`config.mk`:
```
export PLATFORM = sky130hd
export DESIGN_NAME = bmhq_ctrl
export DESIGN_NICKNAME = d
export VERILOG_FILES = /design/src/rtl/assert_macros.svh /design/src/rtl/bmhq_pkg.sv /design/src/rtl/bmhq_ctrl.sv
export SDC_FILE = /design/constraint.sdc
export NUM_CORES = 1
export LEC_CHECK = 0
export BUFFER_PORTS_ARGS = -buffer_cell sky130_fd_sc_hd__buf_2
export CORE_ASPECT_RATIO = 1.25
export CORE_MARGIN = 3
export CORE_UTILIZATION = 25
export CTS_CLUSTER_DIAMETER = 200
export DETAILED_ROUTE_END_ITERATION = 6
export PLACE_DENSITY = 0.52
export SYNTH_ARGS = -nofsm -noshare
export SYNTH_HDL_FRONTEND = slang
export SYNTH_SLANG_ARGS = --single-unit
```
`constraint.sdc`:
```
create_clock -name clk -period 7.2 [get_ports clk]
set_input_delay 1.08 -clock clk [delete_from_list [all_inputs] [get_ports clk]]
set_output_delay 1.08 -clock clk [all_outputs]
set_load 0.02 [all_outputs]
```
`src/rtl/assert_macros.svh`:
```
// ----------------------------------------------------------------------------
// Assertion macros
// Shared assertion forms for the heap queue; each use expands to one labeled
// concurrent assertion on clk, reporting by $error.
// ----------------------------------------------------------------------------
`ifndef ASSERT_MACROS_SVH
`define ASSERT_MACROS_SVH

// Checked only while out of reset.
`define ASSERT_CLK(lbl, prop, msg) \
  lbl: assert property (@(posedge clk) disable iff (!rst_n) (prop)) else $error(msg);

// Checked at every edge, reset included.
`define ASSERT_ALWAYS(lbl, prop, msg) \
  lbl: assert property (@(posedge clk) (prop)) else $error(msg);

`endif

```
`src/rtl/bmhq_pkg.sv`:
```
// ----------------------------------------------------------------------------
// bmhq_pkg
// Types, sizes and codes shared by the binary min-heap queue modules.
// ----------------------------------------------------------------------------
package bmhq_pkg;

  localparam int HEAP_DEPTH = 1024;
  localparam int ADDR_W     = $clog2(HEAP_DEPTH);
  localparam int CNT_W      = ADDR_W + 1;
  localparam int IDX_W      = ADDR_W + 2;
  localparam int KEY_W      = 16;
  localparam int PAY_W      = 20;
  localparam int COUNT_W    = 11;

  typedef enum logic [0:0] {
    ACT_PUSH = 1'b0,
    ACT_POP  = 1'b1
  } action_t;

  typedef enum logic [1:0] {
    ST_OK    = 2'd0,
    ST_EMPTY = 2'd1,
    ST_FULL  = 2'd2
  } status_t;

  typedef struct packed {
    logic [0:0]       action;
    logic [KEY_W-1:0] key;
    logic [PAY_W-1:0] payload;
  } in_item_t;

  typedef struct packed {
    logic [KEY_W-1:0]   out_key;
    logic [PAY_W-1:0]   out_payload;
    logic [1:0]         status;
    logic [COUNT_W-1:0] count;
  } out_item_t;

  typedef struct packed {
    logic [KEY_W-1:0] key;
    logic [PAY_W-1:0] payload;
  } entry_t;

  typedef struct packed {
    logic              rd_en;
    logic [ADDR_W-1:0] rd_addr;
    logic              wr_en;
    logic [ADDR_W-1:0] wr_addr;
    entry_t            wr_data;
  } mem_req_t;

  typedef struct packed {
    logic      valid;
    out_item_t item;
  } fin_t;

  typedef enum logic [3:0] {
    S_IDLE,
    S_PU_CHK,
    S_PU_CMP,
    S_PO_ROOT,
    S_PO_MOVED,
    S_PO_CHK,
    S_PO_LEFT,
    S_PO_RIGHT
  } state_t;

endpackage

```
`src/rtl/bmhq_ctrl.sv`:
```
// ----------------------------------------------------------------------------
// bmhq_ctrl
// Sift sequencer: walks the heap one level at a time through the store,
// reading, comparing and writing back entries.
// ----------------------------------------------------------------------------
module bmhq_ctrl (
  input  logic               clk,
  input  logic               rst_n,
  input  logic               start,
  input  bmhq_pkg::in_item_t in_item,
  input  bmhq_pkg::entry_t   rd_data,
  output logic               busy,
  output bmhq_pkg::mem_req_t mem_req,
  output bmhq_pkg::fin_t     fin
);
  import bmhq_pkg::*;

  state_t            state_r, state_nxt;
  logic [CNT_W-1:0]  count_r, count_nxt;
  logic [ADDR_W-1:0] pos_r, pos_nxt;
  entry_t            ent_r, ent_nxt;
  entry_t            left_r, left_nxt;
  entry_t            res_r, res_nxt;
  logic              op_r, op_nxt;

  logic              accept;
  logic              full;
  logic              empty;
  logic [ADDR_W-1:0] parent;
  logic [IDX_W-1:0]  child;
  logic [IDX_W-1:0]  child_r1;
  logic              has_left;
  logic              has_right;
  logic              take_right;
  entry_t            chosen;
  logic [ADDR_W-1:0] chosen_idx;
  logic              stay;

  assign busy   = (state_r != S_IDLE);
  assign accept = start && !busy;
  assign full   = (count_r == CNT_W'(HEAP_DEPTH));
  assign empty  = (count_r == '0);

  assign parent    = ADDR_W'((pos_r - ADDR_W'(1)) >> 1);
  assign child     = {1'b0, pos_r, 1'b1};
  assign child_r1  = child + IDX_W'(1);
  assign has_left  = (child < IDX_W'(count_r));
  assign has_right = (child_r1 < IDX_W'(count_r));

  // Child selection: the right child wins only when strictly smaller.
  always_comb begin
    take_right = (state_r == S_PO_RIGHT) && (rd_data.key < left_r.key);
    if (state_r == S_PO_RIGHT) begin
      chosen = take_right ? rd_data : left_r;
    end else begin
      chosen = rd_data;
    end
    chosen_idx = take_right ? child_r1[ADDR_W-1:0] : child[ADDR_W-1:0];
    stay       = (ent_r.key <= chosen.key);
  end

  // Next state.
  always_comb begin
    state_nxt = state_r;
    unique case (state_r)
      S_IDLE: begin
        if (accept) begin
          if (in_item.action == ACT_PUSH) begin
            state_nxt = full ? S_IDLE : S_PU_CHK;
          end else begin
            state_nxt = empty ? S_IDLE : S_PO_ROOT;
          end
        end
      end
      S_PU_CHK:   state_nxt = (pos_r == '0) ? S_IDLE : S_PU_CMP;
      S_PU_CMP:   state_nxt = (rd_data.key <= ent_r.key) ? S_IDLE : S_PU_CHK;
      S_PO_ROOT:  state_nxt = S_PO_MOVED;
      S_PO_MOVED: state_nxt = S_PO_CHK;
      S_PO_CHK:   state_nxt = has_left ? S_PO_LEFT : S_IDLE;
      S_PO_LEFT: begin
        if (has_right) begin
          state_nxt = S_PO_RIGHT;
        end else begin
          state_nxt = stay ? S_IDLE : S_PO_CHK;
        end
      end
      S_PO_RIGHT: state_nxt = stay ? S_IDLE : S_PO_CHK;
      default:    state_nxt = S_IDLE;
    endcase
  end

  // Datapath, store requests and completion.
  always_comb begin
    count_nxt = count_r;
    pos_nxt   = pos_r;
    ent_nxt   = ent_r;
    left_nxt  = left_r;
    res_nxt   = res_r;
    op_nxt    = op_r;
    mem_req   = '0;
    fin       = '0;
    fin.item.count = COUNT_W'(count_r);

    unique case (state_r)
      S_IDLE: begin
        if (accept) begin
          op_nxt = in_item.action;
          if (in_item.action == ACT_PUSH) begin
            if (full) begin
              fin.valid       = 1'b1;
              fin.item.status = ST_FULL;
            end else begin
              count_nxt   = count_r + CNT_W'(1);
              pos_nxt     = count_r[ADDR_W-1:0];
              ent_nxt.key     = in_item.key;
              ent_nxt.payload = in_item.payload;
            end
          end else begin
            if (empty) begin
              fin.valid       = 1'b1;
              fin.item.status = ST_EMPTY;
            end else begin
              count_nxt       = count_r - CNT_W'(1);
              mem_req.rd_en   = 1'b1;
              mem_req.rd_addr = '0;
            end
          end
        end
      end
      S_PU_CHK: begin
        if (pos_r == '0) begin
          mem_req.wr_en   = 1'b1;
          mem_req.wr_addr = pos_r;
          mem_req.wr_data = ent_r;
          fin.valid       = 1'b1;
        end else begin
          mem_req.rd_en   = 1'b1;
          mem_req.rd_addr = parent;
        end
      end
      S_PU_CMP: begin
        mem_req.wr_en   = 1'b1;
        mem_req.wr_addr = pos_r;
        if (rd_data.key <= ent_r.key) begin
          mem_req.wr_data = ent_r;
          fin.valid       = 1'b1;
        end else begin
          mem_req.wr_data = rd_data;
          pos_nxt         = parent;
        end
      end
      S_PO_ROOT: begin
        res_nxt         = rd_data;
        mem_req.rd_en   = 1'b1;
        mem_req.rd_addr = count_r[ADDR_W-1:0];
      end
      S_PO_MOVED: begin
        ent_nxt = rd_data;
        pos_nxt = '0;
      end
      S_PO_CHK: begin
        if (has_left) begin
          mem_req.rd_en   = 1'b1;
          mem_req.rd_addr = child[ADDR_W-1:0];
        end else begin
          mem_req.wr_en   = 1'b1;
          mem_req.wr_addr = pos_r;
          mem_req.wr_data = ent_r;
          fin.valid       = 1'b1;
        end
      end
      S_PO_LEFT, S_PO_RIGHT: begin
        if ((state_r == S_PO_LEFT) && has_right) begin
          left_nxt        = rd_data;
          mem_req.rd_en   = 1'b1;
          mem_req.rd_addr = child_r1[ADDR_W-1:0];
        end else begin
          mem_req.wr_en   = 1'b1;
          mem_req.wr_addr = pos_r;
          if (stay) begin
            mem_req.wr_data = ent_r;
            fin.valid       = 1'b1;
          end else begin
            mem_req.wr_data = chosen;
            pos_nxt         = chosen_idx;
          end
        end
      end
      default: begin
      end
    endcase

    if (fin.valid && (fin.item.status == ST_OK) && (op_r == ACT_POP)) begin
      fin.item.out_key     = res_r.key;
      fin.item.out_payload = res_r.payload;
    end
  end

  always_ff @(posedge clk) begin
    if (!rst_n) begin
      state_r <= S_IDLE;
      count_r <= '0;
    end else begin
      state_r <= state_nxt;
      count_r <= count_nxt;
    end
  end

  always_ff @(posedge clk) begin
    pos_r  <= pos_nxt;
    ent_r  <= ent_nxt;
    left_r <= left_nxt;
    res_r  <= res_nxt;
    op_r   <= op_nxt;
  end

endmodule

```
== Yosys cells after proc, flatten, opt, wreduce, memory -nomap -nowiden ==
Cells that the tools add are included.

* Reduce and logical (&&, ||, !) cells: 19
* Magnitude comparators: 5
* Equality and inequality tests: 16
* Mux-type cells: 56
* $add $sub $neg: 4

{| class="wikitable"
|+ Operators by type and width
! kind !! count
|-
| $mux W36 || 8
|-
| $pmux W47 S4 || 1
|-
| $mux W47 || 3
|-
| $mux W11 || 9
|-
| $pmux W36 S2 || 1
|-
| $mux W10 || 7
|-
| $pmux W11 S5 || 1
|-
| $pmux W10 S4 || 1
|-
| $le A16 B16 Y1 || 2
|-
| $pmux W4 S8 || 1
|-
| $eq A4 B3 Y1 const B || 4
|-
| $lt A16 B16 Y1 || 1
|-
| $ne A2 B2 Y1 const B || 8
|-
| $mux W2 || 7
|-
| $add A11 B1 Y12 const B || 1
|-
| $lt A12 B11 Y1 || 1
|-
| $mux W1 || 12
|-
| $add A11 B1 Y11 const B || 1
|-
| $eq A11 B11 Y1 const B || 1
|-
| $logic_not A11 Y1 || 1
|-
| $lt A11 B11 Y1 || 1
|-
| $sub A11 B1 Y11 const B || 1
|-
| $logic_not A10 Y1 || 1
|-
| $sub A10 B1 Y10 const B || 1
|-
| other kinds (15) || 25
|}

* Output and inout bits: 109
* Input port bits: 76
* Register bits after elaboration: 134
* Logic and storage cells: 110

== Longest topological paths before layout ==
Gate-level depths: netlist of the first run.

* Depth in word-level cells: 11
* Mapped depth: 22
* Mapped depth without buffers: 17

== Worst setup path after synthesis of the first run ==
Ideal clock, no wire load.

* Kind: input -> output
* Start point: input port rd_data[21] in the netlist's numbering
* End point: output port mem_req[10] in the netlist's numbering
* Stages: 18
* Required time: 6.120 ns
* Arrival time: 4.957 ns
* Setup slack: 1.163 ns
* Path through: ha_1 > a2111oi_0 > nor4_1 > o311a_1 > buf_2 > o211ai_2 > clkbuf_1 > a21oi_1 > ha_1 > nor2b_1 > o211ai_1 > a2111oi_0 > nor3_1 > nor3_1 > buf_2 > buf_1 > nand4_1 > o221ai_2

{| class="wikitable"
|+ RTL lines
! what !! line !! text
|-
| from (decl) || bmhq_ctrl.sv:11 || <nowiki>input bmhq_pkg::entry_t rd_data,</nowiki>
|-
| to (decl) || bmhq_ctrl.sv:13 || <nowiki>output bmhq_pkg::mem_req_t mem_req,</nowiki>
|}

==> metrics.txt, run 1 <==
Initial Util 0.2548; WHS roughly 620 ps; DPL Wire Length between 20 and 25 mm; sw frac 0.4209; static leakage between 4 and 5 nW; top cells by count, synth edfxtp_1 (119), inv_1 (112), nand2_1 (82), ha_1 (78), o21ai_0 (64); sequential power share 0.324; Pwr Total 3.706 mW; worst reg-to-reg path cell count 15; Pint 2.146 mW; P_sw around 1.6 mW; Final period util 0.9327; largest net degree at the start of global routing 64; Die Y about 220 um; antenna cell count 0; Clock Power Share 0.251; Avg Inst Size Synth 9.812 um^2; outcome finished clean; CTS tree yes; clk root buf clkbuf_16; clk_lat worst skew approximately 440 ps; Detailed Route WL about 32 mm; Synth area leaders edfxtp_1 (37%), ha_1 (10%), o221ai_2 (5.2%); share of the synthesized area in the top cell type 0.3743; WS Path Type in2out; Area Growth Syn to Fin 21.07%; total CTS buffers 17; final worst slack 484.4 ps; drt pass-1 iters 5; Crit. End Element primary output; Worst slew margin 0.3756; placed cell count ~1.6k; chip width between 150 and 200 um; final slew viol count 0; Yosys reg bits between 100 and 150; Hold-fix buffers, CTS 0; Tmin final roughly 6700 ps; post-synthesis cell area roughly 0.0095 mm^2; Place WS between 400 and 500 ps; io pins around 190; top-count cell post-synth edfxtp_1; Max clock buf depth 2; nets approximately 1.3k; clk slew on worst S/H paths around 60 ps; FMAX ~150 MHz; Die ar. a little over 0.04 mm^2; Final Instance Count excl. Fillers around 1.6k; antenna-violating nets left 0; Iteration-0 DRC Markers between 400 and 500; actual slew at the worst max-slew pin 936.7 ps; Worst setup SP type input pin; sequential-to-total area share from yosys stat 0.4037; post_cts resized 0; postcts setup bufs 0; RSZ-0062 raised after global routing false; Vias/cell ~5.0; RePlAce Congestion just over 0.8; Cells on Worst Hold Path 2; Mapped Nets ~1.1k; CTS H-tree depth 4; Async SR Flop Fraction 0; maximum VDD drop between 0.15 and 0.2 mV; grt total ovfl 0; CP Data Required Time approximately 6100 ps; PwrDens around 320 mW/mm^2; Max Cap Violations 0; first-pass GRT wire length about 50 mm; drt wl/cell ~20 um; Cell Rows 79; Hold Crit Class reg2reg; CP arrival approximately 5600 ps; antenna violations before repair 1; combinational group share of total power 0.425; Ys Warns 0; main flop type after synthesis edfxtp_1; Synth cell types around 70; top cell type by total area after synthesis edfxtp_1; Setup-failing EPs final 0; Post-synth EDFFs between 100 and 150; vias in the first global route between 8k and 9k; core area around 0.037 mm^2; DRC violations left 0; layout cells sized above 1 0.2756; CP max FO 31; GRT Util Overall 0.1554; synthesized instance count 973; Hold Vio Cnt, Final 0; vias approximately 8.1k; Sink Count 133; Fin Setup TNS 0 ps; port bufs approximately 180; worst-case clock skew ~14 ps
==> layout make-up <==
type | instances | area, um^2
multi-input combinational | 664 | 4979
clock buffer | 18 | 429.2
sequential | 133 | 3854
fill | 3930 | 25900
inverter | 113 | 426.7
timing repair buffer | 202 | 1081
clock inverter | 13 | 181.4
tap | 486 | 608.1
==> power groups by stage <==
stage          logic [mW]  registers, mW  clock network, mW
2_1_floorplan        1.15           1.11                  0
3_3_place_gp         1.57           1.21                  0
3_5_place_dp         1.59           1.21                  0
4_1_cts              1.59           1.20              0.964
5_1_grt              1.76           1.22              0.985
6_report             1.57           1.20              0.931
==> logic make-up (layout without fill, tap and decap cells) <==
kind of cell / Yosys count / in the layout / share of synthesized area
flip-flops: 133 / 133 / 0.4037
AND/OR/NAND/NOR: 316 / 316 / 0.1949
XOR/XNOR: 28 / 28 / 0.02569
adder cells (fa/ha/maj): 79 / 79 / 0.1043
buffers and inverters: 176 / 346 / 0.07838
AO/OA/AOI/OAI: 238 / 238 / 0.1899
multiplexers: 3 / 3 / 0.003146
==> critical path, cell delays in order <==
cell and delay [ps]:
buf_2 150, ha_1 290, a2111oi_0 390, nor4_1 80, o311a_1 520, o211ai_2 190, buf_4 320, nor2_1 70
a21oi_1 130, ha_1 280, a21oi_1 150, nand2_1 80, a221o_1 340, nor3_1 240, nor2_1 140, o311a_4 470
buf_4 270, o221ai_2 210, buf_2 210
==> registers in the layout, indices dropped and copies added (netlist names) <==
signal / count
count_r: 11
ent_r: 36
left_r: 36
op_r: 1
pos_r: 10
res_r: 36
state_r: 3
==> stage by stage <==
stage	util	instance area, um^2
detailed placement	0.2922	10950
finish	0.3085	11560
global route	0.3085	11560
CTS	0.3085	11560
global placement	0.2922	10950
floorplan	-	9547
==> worst paths after layout <==
kind / startpoint / to / slack (ps)
worst max-delay path: rd_data[21] / mem_req[35] / 480
worst min register to register: count_r[5]$_SDFFE_PN0P_ / count_r[5]$_SDFFE_PN0P_ / 620
worst min-delay path: count_r[5]$_SDFFE_PN0P_ / count_r[5]$_SDFFE_PN0P_ / 620
worst max register to register: pos_r[2]$_DFFE_PP_ / pos_r[5]$_DFFE_PP_ / 2450
==> routing by layer <==
metal  GRT usage  vias to the layer above  wire [um]
li1            -                     3918          -
met1      0.2039                     3914      14410
met2      0.2624                      208      15520
met3     0.02766                       36       1318
met4     0.04682                        0        565
met5           0                        -          0
==> layout by cell type (no fill, tap or decap), types with 16 or more instances in the layout <==
master     count
nand4_1       49
nand3_1       22
ha_1          78
nor3b_2       36
o221ai_2      33
buf_2        184
xnor2_1       18
clkbuf_16     17
buf_4         16
o21ai_0       64
inv_1        112
nand2_1       80
edfxtp_1     119
nor2_1        49
a21oi_1       50
nor3_1        20
Note: power is estimated with default switching activity, not from simulation.
==> run 2: changes to the inputs <==
--- a/config.mk
+++ b/config.mk
@@ -5,6 +5,7 @@
 export SDC_FILE = /design/constraint.sdc
 export NUM_CORES = 1
 export LEC_CHECK = 0
+export ABC_AREA = 1
 export BUFFER_PORTS_ARGS = -buffer_cell sky130_fd_sc_hd__buf_2
 export CORE_ASPECT_RATIO = 1.25
 export CORE_MARGIN = 3
==> run 2 against run 1 <==
Net effect: non-clock buffer count is 6 lower; combinational power is 20% lower; register-to-register slack better by 30 ps; critical endpoint is now mem_req[15]; largest power group unchanged.
==> metrics.txt, run 2 <==
maximum VDD drop 0.1636 mV (was 0.1788 mV); Initial Util 0.2542 (was 0.2548); clk root buf clkbuf_16 (unchanged); main flop type after synthesis edfxtp_1 (unchanged); Max clock buf depth 2 (unchanged); DRC violations left 0 (unchanged); Slowest cell on crit path inv_2 (was o311a_1); antenna violations before repair 3 (was 1); Detailed Route WL 32.42 mm (was 31.82 mm); layout cells sized above 1 0.1894 (was 0.2756); static leakage 5.821 nW (was 4.884 nW); Die Y 224.2 um (was 224.5 um); Tmin final 6383 ps (was 6716 ps); Cell Rows 79 (unchanged); chip width 180.6 um (was 180.8 um); Vias/cell 4.640 (was 4.958); Worst slew margin 0.5277 (was 0.3756); CP Data Required Time 6120 ps (about the same); final-layout fill cell count 4065 (was 3930); Ys Warns 0 (unchanged); crit-path most repeated cell nand2_1; total CTS buffers 17 (unchanged); Yosys reg bits 133 (unchanged); CP arrival 5300 ps (was 5640 ps); Hold-fix buffers, CTS 0 (unchanged); Final Instance Count excl. Fillers 1906 (was 1629); CTS tree yes (unchanged); largest registers ent_r (36), left_r (36), res_r (36) (unchanged); Iteration-0 DRC Markers 607 (was 491); Async SR Flop Fraction 0 (unchanged); Area Growth Syn to Fin 21.19% (was 21.07%); Max Cap Violations 0 (unchanged); top cells by count, synth nand2_1 (328), inv_1 (187), edfxtp_1 (119), nor2_1 (104), a21oi_1 (90) (was edfxtp_1 (119), inv_1 (112), nand2_1 (82), ha_1 (78), o21ai_0 (64)); antenna-violating nets left 0 (unchanged); vias in the first global route 8876 (was 8116); vias 8843 (was 8076); most frequent cells in the layout nand2_1 (327), inv_1 (186), buf_2 (184) (was buf_2 (184), edfxtp_1 (119), inv_1 (112)); outcome finished clean (unchanged); FMAX 156.7 MHz (was 148.9 MHz); commonest non-fill, non-tap cell in the layout nand2_1 (was buf_2); clk slew on worst S/H paths 70 ps (was 60 ps); core area 0.03746 mm^2 (unchanged); Die ar. 0.04048 mm^2 (was 0.04058 mm^2); grt total ovfl 0 (unchanged); placed cell count 1874 (was 1598); RePlAce Congestion 0.8501 (was 0.8180); WHS 566.0 ps (was 623.3 ps); DPL Wire Length 23.65 mm (was 22.94 mm); actual slew at the worst max-slew pin 705.8 ps (was 936.7 ps); Synth area leaders edfxtp_1 (38%), nand2_1 (13%), ha_1 (10%) (was edfxtp_1 (37%), ha_1 (10%), o221ai_2 (5.2%)); RSZ-0062 raised after global routing false (unchanged); GRT Util Overall 0.1601 (was 0.1554); Crit. End Element primary output (unchanged); postcts setup bufs 0 (unchanged); Hold Vio Cnt, Final 0 (unchanged); first-pass GRT wire length 50.07 mm (was 48.75 mm); top-count cell post-synth nand2_1 (was edfxtp_1); Mapped Nets 1388 (was 1128); nets 1562 (was 1286); post-synthesis cell area 0.009523 mm^2 (was 0.009547 mm^2); PwrDens 285.6 mW/mm^2 (was 320.6 mW/mm^2); Worst setup SP type input pin (unchanged); Setup-failing EPs final 0 (unchanged); largest net degree at the start of global routing 42 (was 64); Post-synth EDFFs 119 (unchanged); CTS H-tree depth 4 (unchanged); worst-case clock skew 9.730 ps (was 13.86 ps); top cell type by total area after synthesis edfxtp_1 (unchanged); Fin Setup TNS 0 ps (unchanged); Avg Inst Size Synth 7.723 um^2 (was 9.812 um^2); clk_lat worst skew 450 ps (was 440 ps); WS Path Type in2out (unchanged); post_cts resized 0 (unchanged); final slew viol count 0 (unchanged); CP max FO 37 (was 31); io pins 185 (unchanged); Place WS 724.7 ps (was 445.6 ps); drt pass-1 iters 5 (unchanged); sequential-to-total area share from yosys stat 0.4047 (was 0.4037); Hold Crit Class reg2reg (unchanged); Final period util 0.8866 (was 0.9327); final worst slack 816.5 ps (was 484.4 ps); antenna cell count 0 (unchanged); share of the synthesized area in the top cell type 0.3752 (was 0.3743); Core Util, Final 0.3081 (was 0.3085); drt wl/cell 17.01 um (was 19.53 um); Synth cell types 42 (was 68); max incr delay on CP 520 ps (about the same); port bufs 184 (unchanged); Sink Count 133 (unchanged); synthesized instance count 1233 (was 973)
==> run 2: cell count changes after synthesis, moves of 13 or more <==
cell	before	now
nand4_1	49	10
a21oi_1	50	90
nor2b_1	14	0
o221ai_2	33	0
nor3b_2	36	0
nand3b_1	1	14
nand2_1	82	328
o21ai_0	64	81
nand3_1	22	58
clkbuf_1	31	14
nor2_1	49	104
inv_1	112	187
xnor2_1	18	4
==> run 2: cells by family (layout without fill, tap and decap cells) <==
logic type	Yosys count	count (layout)	share of synthesized area
adder cells (fa/ha/maj)	79	79	0.1046
buffers and inverters	239	426	0.1029
XOR/XNOR	22	22	0.02023
flip-flops	133	133	0.4047
AO/OA/AOI/OAI	209	209	0.1227
AND/OR/NAND/NOR	551	551	0.2449
==> run 2: final cells by class <==
cell class                      count  area (um^2)  area share
Clock buffer                       17        425.4     0.03686
Clock inverter                     15        185.2     0.01605
Inverter                          198        743.2     0.06440
Multi-Input combinational cell    861         4702      0.4074
Sequential cell                   133         3854      0.3339
Tap cell                          486        608.1     0.05269
Timing Repair Buffer              196         1023     0.08868
==> run 2: final timing paths <==
path | start | to | slack, ps | cells past startpoint
worst max-delay path | rd_data[25] | mem_req[15] | 820 | 25
worst min-delay path | count_r[10]$_SDFFE_PN0P_ | count_r[10]$_SDFFE_PN0P_ | 570 | 2
worst max register to register | left_r[25]$_DFFE_PP_ | pos_r[1]$_DFFE_PP_ | 2480 | 23
worst min register to register | count_r[10]$_SDFFE_PN0P_ | count_r[10]$_SDFFE_PN0P_ | 570 | 2
==> run 2: where the power goes <==
group / switching (mW) / internal, mW / total, mW
combinational: 0.855 / 0.393 / 1.25
sequential: 0.115 / 0.990 / 1.11
clock: 0.416 / 0.527 / 0.942
total: 1.39 / 1.91 / 3.30
==> run 2: stage by stage <==
stage          power [mW]  instance area (um^2)
2_1_floorplan       1.945                  9523
3_3_place_gp        2.358                 10930
3_5_place_dp        2.375                 10930
4_1_cts             3.335                 11540
5_1_grt             3.521                 11540
6_report            3.296                 11540
==> run 2: layer usage <==
| metal | track usage | vias up | wire [um] |
|---|---|---|---|
| li1 | - | 4414 | - |
| met2 | 0.2836 | 258 | 16210 |
| met1 | 0.1910 | 4109 | 13760 |
| met5 | 0 | - | 41 |
| met4 | 0.06094 | 6 | 884 |
| met3 | 0.03281 | 56 | 1519 |
==> run 2: critical path: cells and delay by family <==
| kind | cells | cell delay [ps] |
|---|---|---|
| AOI/OAI and AO/OA | 2 | 380 |
| adders and majority gates | 2 | 640 |
| buffers and inverters | 5 | 1150 |
| and+or+nand+nor | 16 | 2030 |
